## src/hw/rtl/hxps_pkg.sv

```systemverilog
// Shared types, constants and helper functions of the HyperX port selector.
package hxps_pkg;

  // Default sizes of the design.
  localparam int NUM_DIMS_DEF   = 3;
  localparam int PORT_LIMIT_DEF = 256;
  localparam int MAX_VCS_DEF    = 8;

  // Field geometry.
  localparam int COORD_W    = 5;
  localparam int WEIGHT_W   = 3;
  localparam int MAX_WEIGHT = 7;
  localparam int BASE_W     = 11;
  localparam int CFG_IDX_W  = 3;
  localparam int CFG_DATA_W = 15;
  localparam int QUEUE_DEPTH = 2;

  // Reset values of the configuration registers and the tie-break LFSR.
  localparam logic [14:0] ROUTER_ADDRESS_RST = 15'd0;
  localparam logic [14:0] DIM_WIDTHS_RST     = 15'd17476;
  localparam logic [8:0]  DIM_WEIGHTS_RST    = 9'd73;
  localparam logic [6:0]  CONCENTRATION_RST  = 7'd4;
  localparam logic [3:0]  NUM_VCS_RST        = 4'd2;
  localparam logic [15:0] LFSR_SEED          = 16'hACE1;

  typedef enum logic [2:0] {
    REG_ROUTER_ADDRESS,
    REG_DIM_WIDTHS,
    REG_DIM_WEIGHTS,
    REG_CONCENTRATION,
    REG_NUM_VCS
  } reg_idx_e;

  typedef struct packed {
    logic [14:0] router_address;
    logic [14:0] dim_widths;
    logic [8:0]  dim_weights;
    logic [6:0]  concentration;
    logic [3:0]  num_vcs;
  } cfg_t;

  typedef enum logic [1:0] {
    KIND_UPDATE,
    KIND_ARRIVE,
    KIND_ROUTE
  } kind_e;

  typedef struct packed {
    kind_e       kind;
    logic [14:0] dest_coords;
    logic [5:0]  dest_terminal;
    logic [2:0]  input_vc;
    logic [7:0]  update_port;
    logic [2:0]  update_vc;
    logic [7:0]  update_value;
  } item_t;

  // Coordinate of one dimension out of a packed coordinate word.
  function automatic logic [4:0] coord_f(logic [14:0] word, int d);
    return word[COORD_W*d +: COORD_W];
  endfunction

  // VC mask: all VCs below nv, or only those below nv of the given parity.
  function automatic logic [7:0] vc_mask_f(logic [3:0] nv, logic all_vcs, logic parity);
    logic [7:0] m;
    m = '0;
    for (int v = 0; v < 8; v++) begin
      m[v] = (4'(v) < nv) && (all_vcs || (1'(v) == parity));
    end
    return m;
  endfunction

endpackage

```

## src/hw/rtl/hxps_front.sv

```systemverilog
// Front end: accepts input transfers and classifies them for the queue.
module hxps_front #(
  parameter int NUM_DIMS = hxps_pkg::NUM_DIMS_DEF
) (
  input  logic            in_valid_i,
  output logic            in_stall_o,
  input  logic            mode_i,
  input  logic [14:0]     dest_coords_i,
  input  logic [5:0]      dest_terminal_i,
  input  logic [2:0]      input_vc_i,
  input  logic [7:0]      update_port_i,
  input  logic [2:0]      update_vc_i,
  input  logic [7:0]      update_value_i,
  input  logic [14:0]     router_address_i,
  input  logic            clearing_i,
  input  logic            push_ready_i,
  output logic            push_valid_o,
  output hxps_pkg::item_t push_item_o
);
  import hxps_pkg::*;

  logic match;

  // The request has arrived when every used coordinate equals our own.
  always_comb begin
    match = 1'b1;
    for (int d = 0; d < NUM_DIMS; d++) begin
      if (coord_f(router_address_i, d) != coord_f(dest_coords_i, d)) begin
        match = 1'b0;
      end
    end
  end

  // Nothing is taken while the table is being cleared or the queue is full.
  assign in_stall_o   = clearing_i || !push_ready_i;
  assign push_valid_o = in_valid_i && !clearing_i;

  // Build the queue entry.
  always_comb begin
    push_item_o.kind          = !mode_i ? KIND_UPDATE : (match ? KIND_ARRIVE : KIND_ROUTE);
    push_item_o.dest_coords   = dest_coords_i;
    push_item_o.dest_terminal = dest_terminal_i;
    push_item_o.input_vc      = input_vc_i;
    push_item_o.update_port   = update_port_i;
    push_item_o.update_vc     = update_vc_i;
    push_item_o.update_value  = update_value_i;
  end

endmodule

```

## config.mk

```make
export PLATFORM = sky130hd
export DESIGN_NAME = hxps_front
export DESIGN_NICKNAME = d
export VERILOG_FILES = /design/src/hw/rtl/hxps_pkg.sv /design/src/hw/rtl/hxps_front.sv
export SDC_FILE = /design/constraint.sdc
export NUM_CORES = 1
export LEC_CHECK = 0
export BUFFER_PORTS_ARGS = -buffer_cell sky130_fd_sc_hd__buf_4
export CORE_UTILIZATION = 25
export DETAILED_ROUTE_END_ITERATION = 10
export PLACE_DENSITY_LB_ADDON = 0.05
export REMOVE_ABC_BUFFERS = 1
export SYNTH_ARGS = -nofsm -noshare
export SYNTH_HDL_FRONTEND = slang
export SYNTH_SLANG_ARGS = --single-unit
```

## constraint.sdc

```tcl
create_clock -name vclk -period 1.21
set_input_delay 0.242 -clock vclk [all_inputs]
set_output_delay 0.242 -clock vclk [all_outputs]
set_load 0.02 [all_outputs]
```

==> results.md <==
Run status:
- The flow ran to the end, but the final reports show violations.
- The final reports fail on setup timing.

Floorplanning:
- The floorplan step defined a die boundary enclosing about 2300 µm².
- The standard-cell row count is 16.
- Pin placement for this block handled between 100 and 150 I/O pins.
- After floorplanning, the core was sized to cover between 1500 and 2000 µm².
- The vertical die dimension is approximately 47 µm.
- The horizontal extent of the die is 47.47 µm.
- The starting density of the core is a little over a quarter.

Synth:
- The count of distinct cell types in the synthesized netlist is 11.
- The library cell occupying the most area in the post-synthesis netlist is sky130_fd_sc_hd__buf_4.
- The area share of the largest cell type after synthesis is between 60% and 70%.
- By count the netlist is led by 43 x sky130_fd_sc_hd__buf_4, 11 x sky130_fd_sc_hd__xor2_1, 4 x sky130_fd_sc_hd__xnor2_1, 2 x sky130_fd_sc_hd__nor4_1.
- The netlist area before placement is around 520 µm².
- The most common cell in the synthesized netlist is sky130_fd_sc_hd__buf_4.
- During synthesis, Yosys emitted a total of 0 warnings.
- The gate count of the mapped netlist is 67.
- Sequential cells were found to cover 0% of the synthesized design area.
- The average footprint of a synthesized cell is about 7.7 µm².
- After synthesis, the cell types taking the most area are sky130_fd_sc_hd__buf_4 62%, sky130_fd_sc_hd__xor2_1 19%, sky130_fd_sc_hd__xnor2_1 6.8%, sky130_fd_sc_hd__nor4_1 2.4%, sky130_fd_sc_hd__nor4_2 2.4%.

STA:
- The tightest hold path in the finished design has a slack of 484.1 ps.
- The total count of hold-check failures in the final report was 0.
- The worst max-slew margin expressed relative to the limit is ~83%.
- Timing would allow up to approximately 0.68 GHz.
- The setup slack after layout is -256.7 ps.
- Setup violations remaining at the end of the flow were counted as 2.
- In the finished design, the share of the clock period the worst path needs comes to 121.2%.
- Setup repair after global routing could not meet its margin everywhere.
- The smallest clock period supported by the final layout is computed as 1467 ps.
- The final number of max-transition violations is 0.
- For the pin with the worst max-slew slack, the measured transition is about 260 ps.

Finish:
- The number of sequential storage elements is 0.
- The synthesis-to-finish area growth is 35.84%.
- The number of antenna diodes in the final layout is 0.
- The number of inserted filler cells in the final layout is between 200 and 250.
- Excluding fillers, the count of instances in the completed layout stands at about 100.
- The final layout contains between 100 and 150 nets.
- After layout, the clock buffer instance count stands at 0.
- The final standard cell utilization of the core is a little over a third.
- The post-route netlist has 79.22% of its cells at a drive strength greater than 1.
- The area taken by flip-flops and latches is 0 µm².

Power:
- The portion of total power attributed to the clock network is 0%.
- The reported net switching power is roughly 0.11 mW.
- The switching share of power is a little over two fifths.
- The internal power of the cells totals ~0.15 mW.
- The sum of internal, switching and leakage power is around 0.27 mW.
- In this run, flip-flops and latches consume 0% of the power.
- Dividing total power by cell area gives a power density of approximately 380 nW/µm².
- Combinational cells account for 100.0% of the total power.
- The analysis attributes to cell leakage a power of between 0.3 and 0.4 nW.
- The maximum resistive drop on vdd is 0.0001411 V.

Global route:
- Global routing finished with a remaining overflow of 0.
- The initial antenna violation count came to 0.
- The first global-routing pass estimated ~2100 µm of wire.
- For this run, the total global-route usage over all layers was measured as between 10 and 15%.
- The via count of the first global-routing pass was 315.
- The pin count of the biggest net entering global routing is 3.

Drt:
- In this run, the number of DRC markers left after iteration 0 of detailed routing was 5.
- After detailed routing, the average wire length per cell comes to between 15 and 20 µm.
- The detailed-route via count is between 400 and 500.
- The detail-routed via count per cell is around 4.1.
- The number of remaining DRC errors is 0.
- After detailed routing, the total wire length is between 2000 and 2500 µm.
- The number of nets with antenna violations after routing is 0.
- The first-pass detailed-route iteration total is 4.

Placement:
- The congestion estimate from routability-driven global placement came to ~0.71.
- At the placement stage, the worst setup path has a slack of -315.6 ps.
- The count of buffers from port buffering is between 50 and 60.
- The final HPWL from detailed placement is 1847 µm.
- In this run, placement finished with an instance count of 104.

Min path:
- The min-delay analysis places its worst path in the category primary input to primary output.

Clock tree:
- The post-CTS repair timing setup buffer count is 0.

Worst setup path:
- STA classifies the critical path endpoint as a primary output.
- The launching element type of the critical path is a primary input.
- The required time reported for the critical path endpoint is approximately 970 ps.
- The category of the most critical setup path is primary input to primary output.
- The data arrival time of the critical path is about 1200 ps.
- Along the worst path, the maximum fanout reaches 2.

Run:
- The tool flagged a number of max-cap violations equal to 0.
## per-stage QoR
stage               area (µm²)  setup TNS [ps]
floorplan                193.9          -51.00
global placement         625.6          -537.2
detailed placement       625.6          -563.7
CTS                      664.4          -413.4
global route             701.9          -589.7
finish                   701.9          -438.9
## power groups by stage
stage / clock network [mW] / registers [mW] / logic, mW
after floorplan: 0 / 0 / 0.0524
after global placement: 0 / 0 / 0.240
after detailed placement: 0 / 0 / 0.239
after CTS: 0 / 0 / 0.253
after global routing: 0 / 0 / 0.283
final: 0 / 0 / 0.265
## layer usage
layer	wire length, µm	share of wire, %	vias to the layer above	track usage (%)
met2	1020	51	60	26.58
met4	0	0	0	0
met3	601	30	0	21.89
met1	385	19	173	8.333
li1	-	-	191	-
met5	0	0	-	0
## layout make-up
cell class         count  area, µm²  share of cell area, %
repair buffers        53      424.2                  60.43
multi-input cells     23      240.2                  34.22
well taps             27      33.78                  4.813
inverters              1      3.754                 0.5348
## critical path, cell delays in order
cell                      delay [ps]
sky130_fd_sc_hd__buf_4           120
sky130_fd_sc_hd__xnor2_2         130
sky130_fd_sc_hd__nand4_1         100
sky130_fd_sc_hd__nor4_2          260
sky130_fd_sc_hd__and4_1          240
sky130_fd_sc_hd__buf_6           120
## timing repair
action                                  CTS  global route
hold buffers                              0             0
pin swaps                                 4             7
resized for setup                         7             7
endpoints found under the setup margin    2             2
## worst paths after layout
path                                 from  cells after the start  slack (ps)         endpoint
worst max-delay path  router_address_i[6]                      6        -260  push_item_o[43]
worst min-delay path   dest_terminal_i[3]                      0         480  push_item_o[25]
## cells by family (layout without fill, tap and decap cells)
kind of cell    after synthesis  after routing  synth area share [%]
simple gates                  7              7                 10.17
buf+inv                      44             54                 63.20
compound gates                1              1                 1.211
xor+xnor                     15             15                 25.42
## placed cells by master, fill, tap and decap left out, drive strengths merged
master,instances
nor2b,1
and4,1
inv,1
xor2,11
a31oi,1
nand4,1
buf,53
xnor2,4
nand2b,1
nor4,3
No activity file was read; power rests on OpenSTA's default activity.
