$ cat src/hw/rtl/hxps_pkg.sv
// Shared types, constants and helper functions of the HyperX port selector.
package hxps_pkg;

  // Default sizes of the design.
  localparam int NUM_DIMS_DEF   = 3;
  localparam int PORT_LIMIT_DEF = 256;
  localparam int MAX_VCS_DEF    = 8;

  // Field geometry.
  localparam int COORD_W    = 5;
  localparam int WEIGHT_W   = 3;
  localparam int MAX_WEIGHT = 7;
  localparam int BASE_W     = 11;
  localparam int CFG_IDX_W  = 3;
  localparam int CFG_DATA_W = 15;
  localparam int QUEUE_DEPTH = 2;

  // Reset values of the configuration registers and the tie-break LFSR.
  localparam logic [14:0] ROUTER_ADDRESS_RST = 15'd0;
  localparam logic [14:0] DIM_WIDTHS_RST     = 15'd17476;
  localparam logic [8:0]  DIM_WEIGHTS_RST    = 9'd73;
  localparam logic [6:0]  CONCENTRATION_RST  = 7'd4;
  localparam logic [3:0]  NUM_VCS_RST        = 4'd2;
  localparam logic [15:0] LFSR_SEED          = 16'hACE1;

  typedef enum logic [2:0] {
    REG_ROUTER_ADDRESS,
    REG_DIM_WIDTHS,
    REG_DIM_WEIGHTS,
    REG_CONCENTRATION,
    REG_NUM_VCS
  } reg_idx_e;

  typedef struct packed {
    logic [14:0] router_address;
    logic [14:0] dim_widths;
    logic [8:0]  dim_weights;
    logic [6:0]  concentration;
    logic [3:0]  num_vcs;
  } cfg_t;

  typedef enum logic [1:0] {
    KIND_UPDATE,
    KIND_ARRIVE,
    KIND_ROUTE
  } kind_e;

  typedef struct packed {
    kind_e       kind;
    logic [14:0] dest_coords;
    logic [5:0]  dest_terminal;
    logic [2:0]  input_vc;
    logic [7:0]  update_port;
    logic [2:0]  update_vc;
    logic [7:0]  update_value;
  } item_t;

  // Coordinate of one dimension out of a packed coordinate word.
  function automatic logic [4:0] coord_f(logic [14:0] word, int d);
    return word[COORD_W*d +: COORD_W];
  endfunction

  // VC mask: all VCs below nv, or only those below nv of the given parity.
  function automatic logic [7:0] vc_mask_f(logic [3:0] nv, logic all_vcs, logic parity);
    logic [7:0] m;
    m = '0;
    for (int v = 0; v < 8; v++) begin
      m[v] = (4'(v) < nv) && (all_vcs || (1'(v) == parity));
    end
    return m;
  endfunction

endpackage

$ cat src/hw/rtl/hxps_queue.sv
// Short queue of classified items between the front end and the back end.
module hxps_queue #(
  parameter int DEPTH = hxps_pkg::QUEUE_DEPTH
) (
  input  logic            clk_i,
  input  logic            rst_ni,
  input  logic            push_valid_i,
  input  hxps_pkg::item_t push_item_i,
  output logic            push_ready_o,
  input  logic            pop_i,
  output logic            pop_valid_o,
  output hxps_pkg::item_t pop_item_o
);
  import hxps_pkg::*;

  localparam int PTR_W = (DEPTH > 1) ? $clog2(DEPTH) : 1;
  localparam int CNT_W = $clog2(DEPTH + 1);

  item_t             mem_q [DEPTH];
  logic [PTR_W-1:0]  wr_ptr_q, wr_ptr_d, rd_ptr_q, rd_ptr_d;
  logic [CNT_W-1:0]  cnt_q, cnt_d;
  logic              push, pop;

  assign push_ready_o = (cnt_q != CNT_W'(DEPTH));
  assign pop_valid_o  = (cnt_q != '0);
  assign pop_item_o   = mem_q[rd_ptr_q];
  assign push         = push_valid_i && push_ready_o;
  assign pop          = pop_i && pop_valid_o;

  // Pointer and fill count update.
  always_comb begin
    wr_ptr_d = wr_ptr_q;
    rd_ptr_d = rd_ptr_q;
    if (push) begin
      wr_ptr_d = (wr_ptr_q == PTR_W'(DEPTH - 1)) ? '0 : wr_ptr_q + 1'b1;
    end
    if (pop) begin
      rd_ptr_d = (rd_ptr_q == PTR_W'(DEPTH - 1)) ? '0 : rd_ptr_q + 1'b1;
    end
    cnt_d = cnt_q + CNT_W'(push) - CNT_W'(pop);
  end

  always_ff @(posedge clk_i or negedge rst_ni) begin
    if (!rst_ni) begin
      wr_ptr_q <= '0;
      rd_ptr_q <= '0;
      cnt_q    <= '0;
    end else begin
      wr_ptr_q <= wr_ptr_d;
      rd_ptr_q <= rd_ptr_d;
      cnt_q    <= cnt_d;
    end
  end

  // Entry storage.
  always_ff @(posedge clk_i) begin
    if (push) begin
      mem_q[wr_ptr_q] <= push_item_i;
    end
  end

endmodule

$ cat config.mk
export PLATFORM = sky130hd
export DESIGN_NAME = hxps_queue
export DESIGN_NICKNAME = d
export VERILOG_FILES = /design/src/hw/rtl/hxps_pkg.sv /design/src/hw/rtl/hxps_queue.sv
export SDC_FILE = /design/constraint.sdc
export NUM_CORES = 1
export LEC_CHECK = 0
export BUFFER_PORTS_ARGS = -buffer_cell sky130_fd_sc_hd__clkbuf_2
export CAP_MARGIN = 15
export CORE_ASPECT_RATIO = 1.5
export CORE_MARGIN = 2
export CORE_UTILIZATION = 46
export DETAILED_ROUTE_END_ITERATION = 8
export GPL_TIMING_DRIVEN = 1
export PLACE_DENSITY = 0.76
export SYNTH_ARGS = -nofsm -noshare
export SYNTH_HDL_FRONTEND = slang
export SYNTH_SLANG_ARGS = --single-unit
$ cat constraint.sdc
create_clock -name clk_i -period 3.2 [get_ports clk_i]
set_clock_uncertainty 0.1 [all_clocks]
set_input_delay 0.48 -clock clk_i [delete_from_list [all_inputs] [get_ports clk_i]]
set_output_delay 0.48 -clock clk_i [all_outputs]
set_load 0.005 [all_outputs]
==> results of run 1 <==
## sequential cells by signal, summed over array words and instances (netlist names)
| signal | flops |
|---|---|
| cnt_q | 2 |
| mem_q | 90 |
| rd_ptr_q | 1 |
| wr_ptr_q | 1 |
## cells in the mapped netlist
| cell type | number | area share [%] |
|---|---|---|
| edfxtp_1 | 90 | 78 |
| mux2_2 | 45 | 15 |
| buf_6 | 4 | 1.3 |
| dfrtp_1 | 4 | 2.9 |
| nor2_1 | 3 | 0.32 |
| xnor2_1 | 3 | 0.75 |
| nand2_1 | 2 | 0.22 |
| a211oi_1 | 1 | 0.22 |
| a21bo_1 | 1 | 0.29 |
| a32oi_1 | 1 | 0.25 |
| and3_1 | 1 | 0.18 |
| buf_4 | 1 | 0.22 |
| ha_1 | 1 | 0.36 |
| nand2b_1 | 1 | 0.18 |
| nand3_1 | 1 | 0.14 |
| nor2b_1 | 1 | 0.18 |
| o21ai_0 | 1 | 0.14 |
| or2_2 | 1 | 0.18 |
## logic make-up (layout without fill, tap and decap cells)
kind of cell | count (synthesis) | after routing | synth area share [%]
adder cells (fa/ha/maj) | 1 | 1 | 0.359
AO/OA/AOI/OAI | 4 | 4 | 0.899
flip-flops | 94 | 94 | 80.5
multiplexers | 45 | 45 | 14.6
AND/OR/NAND/NOR | 10 | 10 | 1.40
buffers and inverters | 5 | 114 | 1.51
XOR/XNOR | 3 | 3 | 0.755
## metal layers
layer	global-route usage, %	up-vias	wire length (µm)
li1	-	850	-
met1	16.8	847	2130
met2	24.2	49	3160
met3	4.47	9	288
met4	7.86	0	134
met5	0	-	0
## metrics by stage
stage               hold slack, ns  cell area (µm²)
finish                       0.215             4260
global route                 0.192             4260
CTS                          0.187             4260
detailed placement           0.197             4100
global placement             0.195             4100
floorplan                   0.0844             3480
## worst reg2reg max path, delay by kind of cell (launching register included)
kind,cells,cell delay [ns]
and+or+nand+nor,3,0.82
buffers and inverters,1,0.28
DFF,1,0.45
## worst max-delay path by stage
| stage | cells past startpoint | slack, ns | startpoint | end |
|---|---|---|---|---|
| floorplan | 3 | 0.10 | cnt_q[0]$_DFF_PN0_ | mem_q[0][0]$_DFFE_PP_ |
| CTS | 3 | 0.78 | rd_ptr_q$_DFFE_PN0P_ | pop_item_o[26] |
| finish | 3 | 0.84 | rd_ptr_q$_DFFE_PN0P_ | pop_item_o[26] |
| global route | 3 | 0.73 | rd_ptr_q$_DFFE_PN0P_ | pop_item_o[16] |
| detailed placement | 4 | 1.18 | push_valid_i | mem_q[0][33]$_DFFE_PP_ |
| global placement | 3 | 1.19 | rd_ptr_q$_DFFE_PN0P_ | pop_item_o[26] |
## final cells by class
cell class | instances | area [µm²] | share of cell area, %
clock buffers | 12 | 135 | 3.17
flip-flops and latches | 94 | 2800 | 65.9
multi-input cells | 63 | 634 | 14.9
repair buffers | 99 | 546 | 12.8
well taps | 100 | 125 | 2.94
clock inverters | 3 | 12.5 | 0.294
## power by group through the flow
| stage | Clock [mW] | Sequential (mW) | Combinational [mW] |
|---|---|---|---|
| after global placement | 0 | 1.83 | 1.04 |
| after global routing | 0.702 | 1.84 | 1.13 |
| final | 0.624 | 1.81 | 1.03 |
| after detailed placement | 0 | 1.84 | 1.06 |
| after floorplan | 0 | 1.77 | 0.684 |
| after CTS | 0.658 | 1.82 | 1.06 |
==> flow_summary_export.csv, run 1 <==
group,metric,value,unit
status,status,"finished, final reports clean",
worst_setup_path,cp-end-kind,"output pin",
sta,fin_crit,2.36,ns
cells_and_area,nets,317,
logic_synthesis,seq_area_frac_synth,80.5,%
pwr,cellPowerDensity,813,nW/µm²
grt,grt_overflow,0,
cells_and_area,fillCellCount,587,
floorplanning,die-area,8290,µm²
floorplanning,die_w,75.0,µm
sta,period_share,73.6,%
cts,clockBufferDepth,2,
flow_run,cap_viol_max_count,0,
floorplanning,die_h,111,µm
routing,vias,1755,
pwr,p_sw,0.950,mW
cts,clock_tree.root_cell,"clkbuf_8",
cts,cts_hold_buf,1,
sta,max_freq,424,MHz
routing,drt_iter0_drc,88,
sta,final.setup.tns,0,ns
worst_setup_path,worstPathMaxFanout,26,
cells_and_area,fin_util,58.5,%
floorplanning,num_rows,38,
logic_synthesis,ys_ff_latch,94,
pwr,clkPwrFrac,18.0,%
pwr,power_frac_comb,29.7,%
cts,cts_htree_levels,3,
worst_setup_path,start_kind,"flip-flop",
routing,drtPass1Iterations,4,
cells_and_area,final_cell_mix,"clkbuf_2 (95), edfxtp_1 (90), mux2_2 (45)",
cts,cts-resized-gates,0,
cts,clk_latency,0.35,ns
grt,grt_pass1_wl,8.79,mm
worst_setup_path,crit_buf_inv,2,
sta,grt_setup_unrepaired,"no",
hold_path,hold_path.class,"input pin to flip-flop",
routing,ant_nets,0,
routing,routedWlPerCell,15.4,µm
worst_setup_path,r2r_start,"cnt_q[0]$_DFF_PN0_",
cts,cts_sinks,94,
worst_setup_path,slowest_stage,"dfrtp_2",
hold_path,holdPathStages,1,
grt,grt_max_degree,27,
grt,grt_pass1_vias,1835,
routing,viasPerCell,4.73,
pwr,power.leakage,1.61,nW
pwr,p_int,2.51,mW
cells_and_area,stdcell_count,371,
pwr,swShare,27.4,%
worst_setup_path,worstSetupPathType,"flip-flop to output pin",
routing,route.detailed.drc,0,
sta,setup_ws,0.844,ns
routing,routed_wl,5.71,mm
worst_setup_path,cp.arrival,1.78,ns
logic_synthesis,avgSynthCellArea,21.5,µm²
sta,relSlewSlack,57.0,%
worst_setup_path,r2r_end,"mem_q[0][41]$_DFFE_PP_",
pwr,seq_power_share,52.3,%
pwr,power,3.46,mW
floorplanning,core,7270,µm²
cells_and_area,layout-drive-gt1-share,57.9,%
cells_and_area,final_common_cell,"clkbuf_2",
place,gp_congestion,0.720,
worst_setup_path,r2r_slack,1.25,ns
grt,grt_antenna_before_repair,0,
pwr,peakVddDrop,0.000351,V
worst_setup_path,crit_family,"flip-flops",
logic_synthesis,syn-cell-area,3480,µm²
logic_synthesis,ys_types,18,
logic_synthesis,ys_warn_count,0,
cells_and_area,area.growth.synth_to_final,22.3,%
sta,finalHoldViolations,0,
floorplanning,start_util,47.9,%
logic_synthesis,syn_nets,212,
grt,gr-usage-all-layers,14.8,%
worst_setup_path,cp.required,2.62,ns
sta,worst_pin_slew,0.643,ns
cts,clk_pin_slew,0.08,ns
hold_path,whs_endpoint,"mem_q[1][43]$_DFFE_PP_",
worst_setup_path,slowest_delay,0.68,ns
logic_synthesis,syn_inst,162,
place,post-place-ws,1.18,ns
worst_setup_path,reg2reg_depth,4,
cts,cts_tree,"yes",
cells_and_area,diodes,0,
cts,cts_buffers,9,
cts,post_cts_buffers,0,
hold_path,worstHoldStart,"push_item_i[43]",
sta,final-setup-viol-count,0,
worst_setup_path,worstPathCellList,"buf_12 -> mux2_2 -> clkbuf_2",
sta,maxSlewViolCount,0,
place,post-place-cells,355,
place,portBuffers,95,
place,hpwl,3.95,mm
floorplanning,pin_count,96,
No activity file was read; power rests on OpenSTA's default activity.
==> inputs of run 2 (changes only) <==
--- a/config.mk
+++ b/config.mk
@@ -5,14 +5,15 @@
 export SDC_FILE = /design/constraint.sdc
 export NUM_CORES = 1
 export LEC_CHECK = 0
+export ABC_AREA = 1
 export BUFFER_PORTS_ARGS = -buffer_cell sky130_fd_sc_hd__clkbuf_2
 export CAP_MARGIN = 15
 export CORE_ASPECT_RATIO = 1.5
 export CORE_MARGIN = 2
-export CORE_UTILIZATION = 46
+export CORE_UTILIZATION = 47
 export DETAILED_ROUTE_END_ITERATION = 8
 export GPL_TIMING_DRIVEN = 1
-export PLACE_DENSITY = 0.76
+export PLACE_DENSITY = 0.78
 export SYNTH_ARGS = -nofsm -noshare
 export SYNTH_HDL_FRONTEND = slang
 export SYNTH_SLANG_ARGS = --single-unit
==> constraint.sdc (replaced) <==
create_clock -name clk_i -period 2.1 [get_ports clk_i]
set_clock_uncertainty 0.1 [all_clocks]
set_input_delay 0.315 -clock clk_i [delete_from_list [all_inputs] [get_ports clk_i]]
set_output_delay 0.315 -clock clk_i [all_outputs]
set_load 0.005 [all_outputs]
==> flow_summary_export.csv, run 2 <==
group,metric,value,unit
logic_synthesis,synth_top_family_by_area,"simple AND/OR/NAND/NOR gates",
routing,routed_wl,6.58,mm
logic_synthesis,synth_xor_area_share,0.249,%
logic_synthesis,ys_warn_count,0,
sta,fin_crit,1.89,ns
logic_synthesis,synth_common_cells,"nand2_1 (142), edfxtp_1 (90), inv_1 (7)",
flow_run,cap_viol_max_count,0,
cts,clk_latency,0.34,ns
routing,ant_nets,0,
floorplanning,start_util,48.6,%
logic_synthesis,synth_most_common_cell,"nand2_1",
grt,gr-usage-all-layers,17.1,%
logic_synthesis,yosys.area.top_type_share,76.9,%
cells_and_area,nets,419,
cells_and_area,reg.largest.list,"mem_q: 90 flops, cnt_q: 2 flops",
pwr,power_frac_comb,32.3,%
grt,grt_pass1_vias,2164,
logic_synthesis,async_reset_ff_share,4.26,%
sta,period_share,90.2,%
logic_synthesis,synth-compound-area-share,0.285,%
floorplanning,die_h,110,µm
grt,grt_util_met3,6.05,%
logic_synthesis,syn_inst,266,
logic_synthesis,avgSynthCellArea,13.2,µm²
floorplanning,num_rows,38,
sta,holdWs,0.0602,ns
pwr,p_int,3.63,mW
grt,met2_usage,30.7,%
pwr,power.leakage,1.87,nW
hold_path,hold_path.class,"input pin to flip-flop",
cells_and_area,area.growth.synth_to_final,21.1,%
logic_synthesis,syn_nets,316,
cells_and_area,final_cell_mix,"nand2_1 (142), clkbuf_2 (95), edfxtp_1 (90)",
logic_synthesis,synth_area_leaders,"edfxtp_1 (77%), nand2_1 (15%), dfrtp_1 (2.8%)",
routing,route.detailed.drc,0,
cts,clock_tree.root_cell,"clkbuf_8",
logic_synthesis,ys_ff_latch,94,
worst_setup_path,cp-end-kind,"output pin",
logic_synthesis,synth_edf_count,90,
grt,grt_antenna_before_repair,0,
place,portBuffers,95,
cells_and_area,diodes,0,
status,status,"finished, final reports clean",
logic_synthesis,synthAdderAreaFrac,0.356,%
floorplanning,die-area,8200,µm²
sta,final-setup-viol-count,0,
cts,cts_sinks,94,
routing,viasPerCell,4.62,
floorplanning,pin_count,96,
pwr,swShare,33.2,%
sta,worst_pin_slew,0.342,ns
sta,max_freq,528,MHz
place,gp_congestion,0.793,
sta,grt_setup_unrepaired,"no",
worst_setup_path,start_kind,"flip-flop",
logic_synthesis,yosysTopAreaCell,"edfxtp_1",
cells_and_area,final_common_cell,"nand2_1",
routing,routedWlPerCell,13.9,µm
sta,relSlewSlack,77.2,%
cells_and_area,regMostFlops,"mem_q",
routing,drt_iter0_drc,160,
logic_synthesis,synth.area.mux_share,0,%
pwr,clkPwrFrac,17.5,%
grt,use_met1,17.6,%
floorplanning,die_w,74.6,µm
place,post-place-ws,0.471,ns
floorplanning,core,7230,µm²
pwr,seq_power_share,50.2,%
grt,busiest_layer,"met2",
logic_synthesis,ys.flop_type,"edfxtp_1",
routing,vias,2187,
cts,clockBufferDepth,2,
logic_synthesis,syn-cell-area,3520,µm²
cts,cts_buffers,9,
cts,cts_tree,"yes",
grt,grt_max_degree,47,
worst_setup_path,cp.arrival,1.48,ns
cts,post_cts_buffers,0,
pwr,cellPowerDensity,1280,nW/µm²
logic_synthesis,synth-simple-area-share,16.4,%
cells_and_area,layout-drive-gt1-share,31.1,%
routing,drtPass1Iterations,4,
sta,finalHoldViolations,0,
sta,setup_ws,0.206,ns
grt,grt_pass1_wl,9.92,mm
sta,maxSlewViolCount,0,
grt,grt_overflow,0,
pwr,p_sw,1.81,mW
worst_setup_path,worstSetupPathType,"flip-flop to output pin",
worst_setup_path,cp.required,1.68,ns
pwr,peakVddDrop,0.000792,V
cts,clk_pin_slew,0.08,ns
place,hpwl,4.57,mm
worst_setup_path,worstPathMaxFanout,34,
cells_and_area,largest_reg_flops,90,
cts,cts_htree_levels,3,
logic_synthesis,seq_area_frac_synth,79.7,%
sta,final.setup.tns,0,ns
logic_synthesis,ys_types,16,
[run 2: per-stage QoR]
step	instance area (µm²)	util, %	power, mW	instances
floorplan	3530	-	3.80	266
finish	4260	58.9	5.43	473
detailed placement	4100	56.7	4.56	457
CTS	4250	58.8	5.51	473
global placement	4100	56.7	4.49	457
global route	4260	58.9	5.82	473
[run 2: worst paths after layout]
| check | endpoint | cells past startpoint | slack, ns | startpoint |
|---|---|---|---|---|
| worst max-delay path | pop_item_o[29] | 4 | 0.21 | rd_ptr_q$_DFFE_PN0P_ |
| worst min-delay path | mem_q[1][0]$_DFFE_PP_ | 1 | 0.06 | push_item_i[0] |
| worst max register to register | cnt_q[1]$_DFF_PN0_ | 11 | 0.51 | cnt_q[1]$_DFF_PN0_ |
| worst min register to register | cnt_q[0]$_DFF_PN0_ | 1 | 0.48 | cnt_q[0]$_DFF_PN0_ |
| max in group asynchronous | rd_ptr_q$_DFFE_PN0P_ | 2 | 1.52 | rst_ni |
| min in group asynchronous | cnt_q[1]$_DFF_PN0_ | 2 | 0.23 | rst_ni |
[run 2: critical path, stage by stage, from the launching register on]
cell      delay, ns
dfrtp_2        0.53
buf_6          0.31
nand2_1        0.08
nand2_1        0.09
clkbuf_2       0.12
[run 2: metal layers]
metal  part of all wire (%)  vias up
met4                    1.4        0
met5                      0        -
met3                    4.3        6
met2                     57       54
met1                     38     1038
li1                       -     1089
[run 2: repair_timing]
action | 4_1_cts | 5_1_grt
hold buffers | 1 | 0
setup endpoints to repair | 0 | 11
endpoints found under the hold margin | 4 | 0
resized for setup | 0 | 2
[run 2: power by group through the flow]
stage | combinational, mW | clock (mW) | sequential (mW)
2_1_floorplan | 1.10 | 0 | 2.70
3_3_place_gp | 1.74 | 0 | 2.75
3_5_place_dp | 1.78 | 0 | 2.77
4_1_cts | 1.79 | 0.989 | 2.73
5_1_grt | 1.98 | 1.07 | 2.77
6_report | 1.75 | 0.950 | 2.73
[run 2: area by class of cell]
class | instances | area (µm²)
Timing Repair Buffer | 101 | 527
Clock inverter | 3 | 12.5
Tap cell | 100 | 125
Multi-Input combinational cell | 155 | 621
Fill cell | 619 | 2970
Clock buffer | 12 | 135
Inverter | 8 | 35.0
Sequential cell | 94 | 2800
[run 2: cell families (layout without fill, tap and decap cells)]
| family | Yosys count | after routing |
|---|---|---|
| AND/OR/NAND/NOR | 151 | 151 |
| flip-flops | 94 | 94 |
| buffers and inverters | 17 | 124 |
| AO/OA/AOI/OAI | 2 | 2 |
| adder cells (fa/ha/maj) | 1 | 1 |
| XOR/XNOR | 1 | 1 |
